[config.mk]
export PLATFORM = sky130hd
export DESIGN_NAME = four_channel_pid_speed_loop_unit
export DESIGN_NICKNAME = d
export VERILOG_FILES = /design/src/rtl/fcpid_pkg.sv /design/src/rtl/fcpid_cfg.sv /design/src/rtl/fcpid_front.sv /design/src/rtl/fcpid_mac.sv /design/src/rtl/four_channel_pid_speed_loop_unit.sv
export SDC_FILE = /design/constraint.sdc
export NUM_CORES = 2
export LEC_CHECK = 0
export BUFFER_PORTS_ARGS = -buffer_cell sky130_fd_sc_hd__buf_2
export CAP_MARGIN = 20
export CORE_ASPECT_RATIO = 1.5
export CORE_UTILIZATION = 65
export DETAILED_ROUTE_END_ITERATION = 8
export PLACE_DENSITY = 0.86
export SLEW_MARGIN = 15
export SYNTH_ARGS = -nofsm -noshare
export SYNTH_HDL_FRONTEND = slang
export SYNTH_SLANG_ARGS = --single-unit
export TNS_END_PERCENT = 1
[constraint.sdc]
create_clock -name clk -period 22.8 [get_ports clk]
set_input_delay 4.56 -clock clk [delete_from_list [all_inputs] [get_ports clk]]
set_output_delay 4.56 -clock clk [all_outputs]
set_load 0.02 [all_outputs]
[src/rtl/fcpid_pkg.sv]
`default_nettype none

package fcpid_pkg;

  localparam int CFG_AW = 3;
  localparam int CFG_DW = 23;

  typedef enum logic [CFG_AW-1:0] {
    REG_PROP_GAIN   = 3'd0,
    REG_INTEG_GAIN  = 3'd1,
    REG_DERIV_GAIN  = 3'd2,
    REG_INTEG_BOUND = 3'd3,
    REG_DRIVE_BOUND = 3'd4
  } reg_idx_t;

  localparam logic [15:0] RST_PROP_GAIN   = 16'd5500;
  localparam logic [15:0] RST_INTEG_GAIN  = 16'd800;
  localparam logic [15:0] RST_DERIV_GAIN  = 16'd0;
  localparam logic [22:0] RST_INTEG_BOUND = 23'd100000;
  localparam logic [14:0] RST_DRIVE_BOUND = 15'd1000;

  // Any |acc| past 100*32768 divides to more than the largest drive bound,
  // so the accumulator is clamped here before the divide by 100.
  localparam logic signed [43:0] ACC_CLAMP = 44'sd3276800;

  // floor(x/100) == (x * RECIP_MULT) >> RECIP_SHIFT for all x < 2^22
  localparam logic [22:0] RECIP_MULT  = 23'd5368710;
  localparam int          RECIP_SHIFT = 29;

  typedef struct packed {
    logic [15:0] prop_gain;
    logic [15:0] integ_gain;
    logic [15:0] deriv_gain;
    logic [22:0] integ_bound;
    logic [14:0] drive_bound;
  } cfg_t;

  // error terms of one beat, handed from the state stage to the math stages
  typedef struct packed {
    logic [1:0]          channel;
    logic                oor;
    logic signed [17:0]  err;
    logic signed [23:0]  sum;
    logic signed [18:0]  der;
  } term_t;

endpackage

`default_nettype wire

[src/rtl/fcpid_cfg.sv]
`default_nettype none

module fcpid_cfg (
  input  wire logic                        clk,
  input  wire logic                        rst_n,
  input  wire logic                        cfg_we,
  input  wire logic [fcpid_pkg::CFG_AW-1:0] cfg_addr,
  input  wire logic [fcpid_pkg::CFG_DW-1:0] cfg_wdata,
  output fcpid_pkg::cfg_t                  cfg
);
  import fcpid_pkg::*;

  cfg_t cfg_r;
  cfg_t cfg_nxt;

  always_comb begin
    cfg_nxt = cfg_r;
    if (cfg_we) begin
      case (cfg_addr)
        REG_PROP_GAIN:   cfg_nxt.prop_gain   = cfg_wdata[15:0];
        REG_INTEG_GAIN:  cfg_nxt.integ_gain  = cfg_wdata[15:0];
        REG_DERIV_GAIN:  cfg_nxt.deriv_gain  = cfg_wdata[15:0];
        REG_INTEG_BOUND: cfg_nxt.integ_bound = cfg_wdata[22:0];
        REG_DRIVE_BOUND: cfg_nxt.drive_bound = cfg_wdata[14:0];
        default:         cfg_nxt = cfg_r;
      endcase
    end
  end

  always_ff @(posedge clk) begin
    if (!rst_n) begin
      cfg_r.prop_gain   <= RST_PROP_GAIN;
      cfg_r.integ_gain  <= RST_INTEG_GAIN;
      cfg_r.deriv_gain  <= RST_DERIV_GAIN;
      cfg_r.integ_bound <= RST_INTEG_BOUND;
      cfg_r.drive_bound <= RST_DRIVE_BOUND;
    end else begin
      cfg_r <= cfg_nxt;
    end
  end

  assign cfg = cfg_r;

endmodule

`default_nettype wire

[src/rtl/fcpid_front.sv]
`default_nettype none

module fcpid_front #(
  parameter int CHANNELS = 4
) (
  input  wire logic               clk,
  input  wire logic               rst_n,
  input  wire logic               in_valid,
  output logic                    in_ready,
  input  wire logic [1:0]         in_channel,
  input  wire logic signed [15:0] in_target_speed,
  input  wire logic signed [15:0] in_speed_offset,
  input  wire logic signed [15:0] in_measured_speed,
  input  wire fcpid_pkg::cfg_t    cfg,
  output logic                    term_valid,
  input  wire logic               term_ready,
  output fcpid_pkg::term_t        term
);
  import fcpid_pkg::*;

  localparam int IDX_W = (CHANNELS > 1) ? $clog2(CHANNELS) : 1;

  // input register
  logic               v0_r;
  logic [1:0]         ch_r;
  logic signed [15:0] tgt_r;
  logic signed [15:0] off_r;
  logic signed [15:0] meas_r;

  // per-channel loop state
  logic signed [24:0] sum_mem_r  [CHANNELS];
  logic signed [17:0] last_mem_r [CHANNELS];

  term_t term_r;
  term_t term_nxt;
  logic  term_v_r;

  logic               en1;
  logic               move0;
  logic [IDX_W-1:0]   idx;
  logic signed [25:0] sum_raw;
  logic signed [25:0] bound;
  logic signed [25:0] sum_clamped;

  assign en1      = !term_v_r || term_ready;
  assign in_ready = !v0_r || en1;
  assign move0    = v0_r && en1;
  assign idx      = IDX_W'(ch_r);

  always_comb begin
    term_nxt.channel = ch_r;
    term_nxt.oor     = (32'(ch_r) >= CHANNELS);
    term_nxt.err     = 18'(tgt_r) + 18'(off_r) - 18'(meas_r);
    sum_raw          = 26'(sum_mem_r[idx]) + 26'(term_nxt.err);
    bound            = $signed({3'b000, cfg.integ_bound});
    if (sum_raw > bound) begin
      sum_clamped = bound;
    end else if (sum_raw < -bound) begin
      sum_clamped = -bound;
    end else begin
      sum_clamped = sum_raw;
    end
    term_nxt.sum = 24'(sum_clamped);
    term_nxt.der = 19'(term_nxt.err) - 19'(last_mem_r[idx]);
  end

  always_ff @(posedge clk) begin
    if (!rst_n) begin
      v0_r     <= 1'b0;
      term_v_r <= 1'b0;
      for (int i = 0; i < CHANNELS; i++) begin
        sum_mem_r[i]  <= '0;
        last_mem_r[i] <= '0;
      end
    end else begin
      if (in_ready) begin
        v0_r <= in_valid;
      end
      if (en1) begin
        term_v_r <= v0_r;
      end
      // state moves on as the beat leaves the input register
      if (move0 && !term_nxt.oor) begin
        sum_mem_r[idx]  <= 25'(term_nxt.sum);
        last_mem_r[idx] <= term_nxt.err;
      end
    end
  end

  always_ff @(posedge clk) begin
    if (in_ready) begin
      ch_r   <= in_channel;
      tgt_r  <= in_target_speed;
      off_r  <= in_speed_offset;
      meas_r <= in_measured_speed;
    end
    if (en1) begin
      term_r <= term_nxt;
    end
  end

  assign term_valid = term_v_r;
  assign term       = term_r;

`ifndef SYNTHESIS
  a_stall_means_full: assert property (@(posedge clk) disable iff (!rst_n)
    !in_ready |-> (v0_r && term_v_r))
    else $error("input stalled with a free stage");
  a_sum_in_range: assert property (@(posedge clk) disable iff (!rst_n)
    term_v_r |-> (term_r.sum != -24'sd8388608))
    else $error("clamped error sum out of range");
  a_term_hold: assert property (@(posedge clk) disable iff (!rst_n)
    (term_v_r && !term_ready) |=> (term_v_r && $stable(term_r)))
    else $error("stalled term beat changed");
`endif

endmodule

`default_nettype wire

[src/rtl/fcpid_mac.sv]
`default_nettype none

module fcpid_mac (
  input  wire logic               clk,
  input  wire logic               rst_n,
  input  wire fcpid_pkg::cfg_t    cfg,
  input  wire logic               term_valid,
  output logic                    term_ready,
  input  wire fcpid_pkg::term_t   term,
  output logic                    out_valid,
  input  wire logic               out_ready,
  output logic [1:0]              out_channel,
  output logic signed [15:0]      out_drive
);
  import fcpid_pkg::*;

  // products stage
  logic               v2_r;
  logic [1:0]         ch2_r;
  logic               oor2_r;
  logic signed [34:0] p_prop_r;
  logic signed [41:0] p_integ_r;
  logic signed [35:0] p_deriv_r;
  logic signed [34:0] p_prop_nxt;
  logic signed [41:0] p_integ_nxt;
  logic signed [35:0] p_deriv_nxt;

  // sum, clamp and magnitude stage
  logic               v3_r;
  logic [1:0]         ch3_r;
  logic               oor3_r;
  logic               neg3_r;
  logic [21:0]        mag3_r;
  logic signed [43:0] acc;
  logic signed [43:0] acc_clamped;
  logic               neg3_nxt;
  logic [21:0]        mag3_nxt;

  // reciprocal multiply stage
  logic               v4_r;
  logic [1:0]         ch4_r;
  logic               oor4_r;
  logic               neg4_r;
  logic [44:0]        prod4_r;
  logic [44:0]        prod4_nxt;

  // result register
  logic               out_valid_r;
  logic [1:0]         out_ch_r;
  logic signed [15:0] out_drive_r;
  logic signed [15:0] drive_nxt;
  logic [15:0]        quot;
  logic signed [16:0] quot_s;
  logic signed [16:0] dbound;

  logic e2, e3, e4, eo;

  assign eo         = !out_valid_r || out_ready;
  assign e4         = !v4_r || eo;
  assign e3         = !v3_r || e4;
  assign e2         = !v2_r || e3;
  assign term_ready = e2;

  assign p_prop_nxt  = $signed({1'b0, cfg.prop_gain}) * term.err;
  assign p_integ_nxt = $signed({1'b0, cfg.integ_gain}) * term.sum;
  assign p_deriv_nxt = $signed({1'b0, cfg.deriv_gain}) * term.der;

  always_comb begin
    acc = 44'(p_prop_r) + 44'(p_integ_r) + 44'(p_deriv_r);
    if (acc > ACC_CLAMP) begin
      acc_clamped = ACC_CLAMP;
    end else if (acc < -ACC_CLAMP) begin
      acc_clamped = -ACC_CLAMP;
    end else begin
      acc_clamped = acc;
    end
    neg3_nxt = acc_clamped[43];
    mag3_nxt = neg3_nxt ? 22'(-acc_clamped) : 22'(acc_clamped);
  end

  assign prod4_nxt = 45'(mag3_r) * 45'(RECIP_MULT);

  always_comb begin
    quot   = 16'(prod4_r >> RECIP_SHIFT);
    quot_s = neg4_r ? -$signed({1'b0, quot}) : $signed({1'b0, quot});
    dbound = $signed({2'b00, cfg.drive_bound});
    if (oor4_r) begin
      drive_nxt = '0;
    end else if (quot_s > dbound) begin
      drive_nxt = 16'(dbound);
    end else if (quot_s < -dbound) begin
      drive_nxt = 16'(-dbound);
    end else begin
      drive_nxt = 16'(quot_s);
    end
  end

  always_ff @(posedge clk) begin
    if (!rst_n) begin
      v2_r        <= 1'b0;
      v3_r        <= 1'b0;
      v4_r        <= 1'b0;
      out_valid_r <= 1'b0;
    end else begin
      if (e2) v2_r <= term_valid;
      if (e3) v3_r <= v2_r;
      if (e4) v4_r <= v3_r;
      if (eo) out_valid_r <= v4_r;
    end
  end

  always_ff @(posedge clk) begin
    if (e2) begin
      ch2_r     <= term.channel;
      oor2_r    <= term.oor;
      p_prop_r  <= p_prop_nxt;
      p_integ_r <= p_integ_nxt;
      p_deriv_r <= p_deriv_nxt;
    end
    if (e3) begin
      ch3_r  <= ch2_r;
      oor3_r <= oor2_r;
      neg3_r <= neg3_nxt;
      mag3_r <= mag3_nxt;
    end
    if (e4) begin
      ch4_r   <= ch3_r;
      oor4_r  <= oor3_r;
      neg4_r  <= neg3_r;
      prod4_r <= prod4_nxt;
    end
    if (eo) begin
      out_ch_r    <= ch4_r;
      out_drive_r <= drive_nxt;
    end
  end

  assign out_valid   = out_valid_r;
  assign out_channel = out_ch_r;
  assign out_drive   = out_drive_r;

`ifndef SYNTHESIS
  a_quot_range: assert property (@(posedge clk) disable iff (!rst_n)
    v4_r |-> ((prod4_r >> RECIP_SHIFT) <= 45'd32768))
    else $error("quotient past clamped range");
  a_drive_range: assert property (@(posedge clk) disable iff (!rst_n)
    out_valid_r |-> (out_drive_r != -16'sd32768))
    else $error("drive value outside symmetric range");
  a_out_hold: assert property (@(posedge clk) disable iff (!rst_n)
    (out_valid_r && !out_ready) |=>
      (out_valid_r && $stable(out_drive_r) && $stable(out_ch_r)))
    else $error("stalled result beat changed");
`endif

endmodule

`default_nettype wire

[src/rtl/four_channel_pid_speed_loop_unit.sv]
// Four-channel PID speed loop.
// Input channel (in_valid/in_ready): one beat per control update of one
// motor channel: channel index, target speed, speed offset, measured speed.
// Result channel (out_valid/out_ready): one beat per input beat, in order,
// carrying the channel index and the clamped signed drive value.
// Config port (cfg_we/cfg_addr/cfg_wdata): single-cycle register writes,
// index 0..4 = prop gain, integ gain, deriv gain, integral bound, drive
// bound; other indexes are dropped. Write only while the loop is empty.
// Throughput: one beat per cycle unless out_ready stalls. Each channel's
// error sum and last error are read and updated in the stage right after
// the input register, so same-channel beats may follow back to back.
// Path: an input beat that is taken passes the input reg, state/error,
// products, sum+clamp and reciprocal multiply stages to the result reg.
// Receiver stall: every stage has its own valid bit, so bubbles fill up
// before in_ready drops; six full stages and a low out_ready pull it low.
// Reset (rst_n low, synchronous): gains and bounds go to their defaults,
// all channel state clears to zero, and the pipeline empties.
// A channel index at or above CHANNELS leaves state alone and yields 0.
`default_nettype none

module four_channel_pid_speed_loop_unit #(
  parameter int CHANNELS = 4
) (
  input  wire logic               clk,
  input  wire logic               rst_n,
  // config writes
  input  wire logic               cfg_we,
  input  wire logic [2:0]         cfg_addr,
  input  wire logic [22:0]        cfg_wdata,
  // input beats
  input  wire logic               in_valid,
  output logic                    in_ready,
  input  wire logic [1:0]         in_channel,
  input  wire logic signed [15:0] in_target_speed,
  input  wire logic signed [15:0] in_speed_offset,
  input  wire logic signed [15:0] in_measured_speed,
  // result beats
  output logic                    out_valid,
  input  wire logic               out_ready,
  output logic [1:0]              out_channel,
  output logic signed [15:0]      out_drive
);
  import fcpid_pkg::*;

  cfg_t  cfg;
  term_t term;
  logic  term_valid;
  logic  term_ready;

  fcpid_cfg u_cfg (
    .clk       (clk),
    .rst_n     (rst_n),
    .cfg_we    (cfg_we),
    .cfg_addr  (cfg_addr),
    .cfg_wdata (cfg_wdata),
    .cfg       (cfg)
  );

  // input register plus per-channel state update
  fcpid_front #(
    .CHANNELS (CHANNELS)
  ) u_front (
    .clk               (clk),
    .rst_n             (rst_n),
    .in_valid          (in_valid),
    .in_ready          (in_ready),
    .in_channel        (in_channel),
    .in_target_speed   (in_target_speed),
    .in_speed_offset   (in_speed_offset),
    .in_measured_speed (in_measured_speed),
    .cfg               (cfg),
    .term_valid        (term_valid),
    .term_ready        (term_ready),
    .term              (term)
  );

  // gain products, divide by 100, output clamp
  fcpid_mac u_mac (
    .clk         (clk),
    .rst_n       (rst_n),
    .cfg         (cfg),
    .term_valid  (term_valid),
    .term_ready  (term_ready),
    .term        (term),
    .out_valid   (out_valid),
    .out_ready   (out_ready),
    .out_channel (out_channel),
    .out_drive   (out_drive)
  );

endmodule

`default_nettype wire

==> summary.md <==
| Metric | Value |
|---|---|
| Status | completed |
| Sequential cell area fraction in the yosys report | 21.0% |
| FFs w/ async S/R, synth | 0% |
| Max-slew headroom | 24.5% |
| WL final | 194,000 um |
| Hold Path Stages | 0 |
| GR Util met3 | 5.01% |
| R2R depth | 36 |
| Gr ovfl total | 0 |
| Critical path peak fanout | 5 |
| Dpl cell area | 0.0762 mm^2 |
| Number of flops mapped to enable cells by yosys | 457 |
| Post-CTS sizing | 0 |
| Synth Area per Inst | 9.98 um^2 |
| Final Hold Vio Count | 0 |
| Final Skew | 0.0461 ns |
| RSZ-0062 raised after global routing | false |
| CP startpoint kind | primary input |
| Worst Hold Class | register to register |
| Root buffer cell | clkbuf_16 |
| Mapped Area | 0.0744 mm^2 |
| CTS Buf Count | 57 |
| Initial antenna violation count | 8 |
| Dominant cell type by area after synthesis | fa_1 |
| Core region area | 0.113 mm^2 |
| Synth unique cells | 94 |
| # port buffers | 100 |
| Slew Viols, Final | 0 |
| Clock Pin Slew Worst Setup and Hold Paths | 0.07 ns |
| Number of global-route vias before repair | 59,267 |
| Global-route track usage on met1 | 35.8% |
| Post-DRT Antenna Nets | 0 |
| List of most frequent post-synthesis cells | inv_1, fa_1, nand2_1 |
| 1st-pass router iterations | 6 |
| Dpl hpwl | 155,000 um |
| Worst Max-Slew Pin Slew | 1.12 ns |
| CTS HTree Levels | 2 |
| Synthesized flop and latch total | 551 |
| Most common cell in the netlist | inv_1 |
| Worst-Skew Late Latency | 0.69 ns |
| Total track usage | 34.5% |
| Post-synth top area share | 32.7% |
| Gpl congestion | 1.01 |
| GRT busiest layer | met2 |
| Max Root-Sink Buffers | 3 |
| Row cnt | 151 |
| Post-CTS setup buffers | 0 |
| Fillers | 7,958 |
| Area taken by multi-input logic gates | 0.0522 mm^2 |
| Primary FF master, synth | edfxtp_1 |
| 1st-iter DRT viols | 4,171 |
| Tightest hold margin | 0.432 ns |
| Grt met2 use | 61.5% |
| Reg area | 0.0156 mm^2 |
| Die Area | 0.116 mm^2 |
| Final setup fails | 0 |
| Synth Net Count | 9,447 |
| Initial Util | 65.8% |
| Max Cap Violations | 0 |
| Hold Buf Count CTS | 0 |
| Final std cells w/o fill | 8,924 |
| Drt via density | 6.10 |
| Period utilisation layout | 47.3% |
| Largest net degree at the start of global routing | 78 |
| DR WL/cell | 21.8 um |
| Share of post-route cells with drive strength above 1 | 4.65% |
| Die Height | 416 um |
| Req. time, crit path | 18.24 ns |
| CTS tree | done |
| Vias | 54,400 |
| Synth area leaders | fa_1, edfxtp_1, ha_1 |
| Design Area, Final | 0.0782 mm^2 |
| Sink Count | 551 |
| Synth Instances | 7,457 |
| # IOs | 101 |
| WP data arrival | 6.23 ns |
| DRC | 0 |
| Minimum clock period | 10.79 ns |
| First-pass GRT wire length | 308,000 um |
| Inst Count DP | 8,807 |
| Crit end category | output pin |
| Final setup TNS | 0 ns |
| Synth Warn # | 0 |
| Synthesis-to-layout area growth | 5.10% |
| Chip width | 278 um |
| Peak Freq | 92.7 MHz |
| Layout net count | 9,405 |
| Critical path class | primary input to output pin |
worst max-delay path: stages:
cell and delay (ns):
buf_2 0.09, nor2b_1 0.42, and3_1 0.47, and3_1 0.32, nand2_2 0.15, buf_2 0.20
sequential cells by signal, summed over array words and instances, names as in the netlist, 22 cells and up, named ones only:
| name | cells |
|---|---|
| u_front.term | 63 |
| u_mac.p_integ_r | 41 |
| u_front.last_mem_r | 72 |
| u_mac.mag3_r | 22 |
| u_mac.p_prop_r | 35 |
| u_cfg.cfg | 86 |
| u_front.sum_mem_r | 96 |
| u_mac.p_deriv_r | 36 |
stage by stage:
step	util, %	worst slack [ns]
floorplan	-	11.94
global placement	67.3	12.14
detailed placement	67.3	12.10
CTS	69.1	12.06
global route	69.1	11.94
finish	69.1	12.01
path summary, 6_finish.rpt:
path,slack [ns],end,from
min,0.43,u_mac.out_channel[0],u_mac.ch4_r[0]
max,12.01,in_ready,out_ready
min reg2reg,0.43,u_mac.out_channel[0],u_mac.ch4_r[0]
max reg2reg,13.76,u_front.sum_mem_r[2][8],u_front.meas_r[2]
placed cells by master, fill, tap and decap left out, types with 57 or more instances in the layout:
| cell type | synthesis | routed |
|---|---|---|
| a211oi_1 | 60 | 60 |
| a21boi_0 | 81 | 81 |
| a21o_1 | 85 | 85 |
| a21oi_1 | 230 | 230 |
| and2_1 | 438 | 438 |
| buf_2 | 6 | 99 |
| clkbuf_16 | 0 | 57 |
| dfxtp_1 | 94 | 91 |
| edfxtp_1 | 457 | 457 |
| fa_1 | 1215 | 1215 |
| ha_1 | 694 | 694 |
| inv_1 | 1512 | 1511 |
| nand2_1 | 890 | 884 |
| nand3_1 | 71 | 70 |
| nor2_1 | 281 | 281 |
| nor3_1 | 66 | 66 |
| o21a_1 | 71 | 71 |
| o21ai_0 | 130 | 130 |
| xnor2_1 | 191 | 191 |
| xor2_1 | 64 | 64 |
metal layers:
layer / vias to the layer above / routed length, um / part of all wire, %
met5: - / 29 / 0.015
met4: 4 / 18700 / 9.6
met3: 951 / 13400 / 6.9
met2: 2597 / 99700 / 51
met1: 27208 / 62500 / 32
li1: 23640 / - / -
cells by family (layout without fill, tap and decap cells):
| group | count (synthesis) | after routing | share of synthesized area, % |
|---|---|---|---|
| compound gates | 896 | 896 | 8.07 |
| fa+ha+maj | 1910 | 1910 | 44.4 |
| other cells | 0 | 7 | 0 |
| simple gates | 1991 | 1991 | 12.7 |
| buf+inv | 1766 | 1773 | 8.93 |
| mux | 83 | 83 | 1.85 |
| xor+xnor | 260 | 260 | 3.14 |
| flops | 551 | 551 | 21.0 |
final cells by class:
| class | count | area share (%) |
|---|---|---|
| Timing Repair Buffer | 152 | 1.16 |
| Sequential cell | 551 | 20.0 |
| Inverter | 1513 | 7.26 |
| Clock buffer | 72 | 1.95 |
| Multi-Input combinational cell | 5140 | 66.8 |
| Clock inverter | 36 | 0.587 |
| Antenna cell | 7 | 0.0224 |
| Tap cell | 1453 | 2.32 |
Power is not shown: default switching activity piles up to over one toggle a cycle in this logic, so the estimate is an artifact.
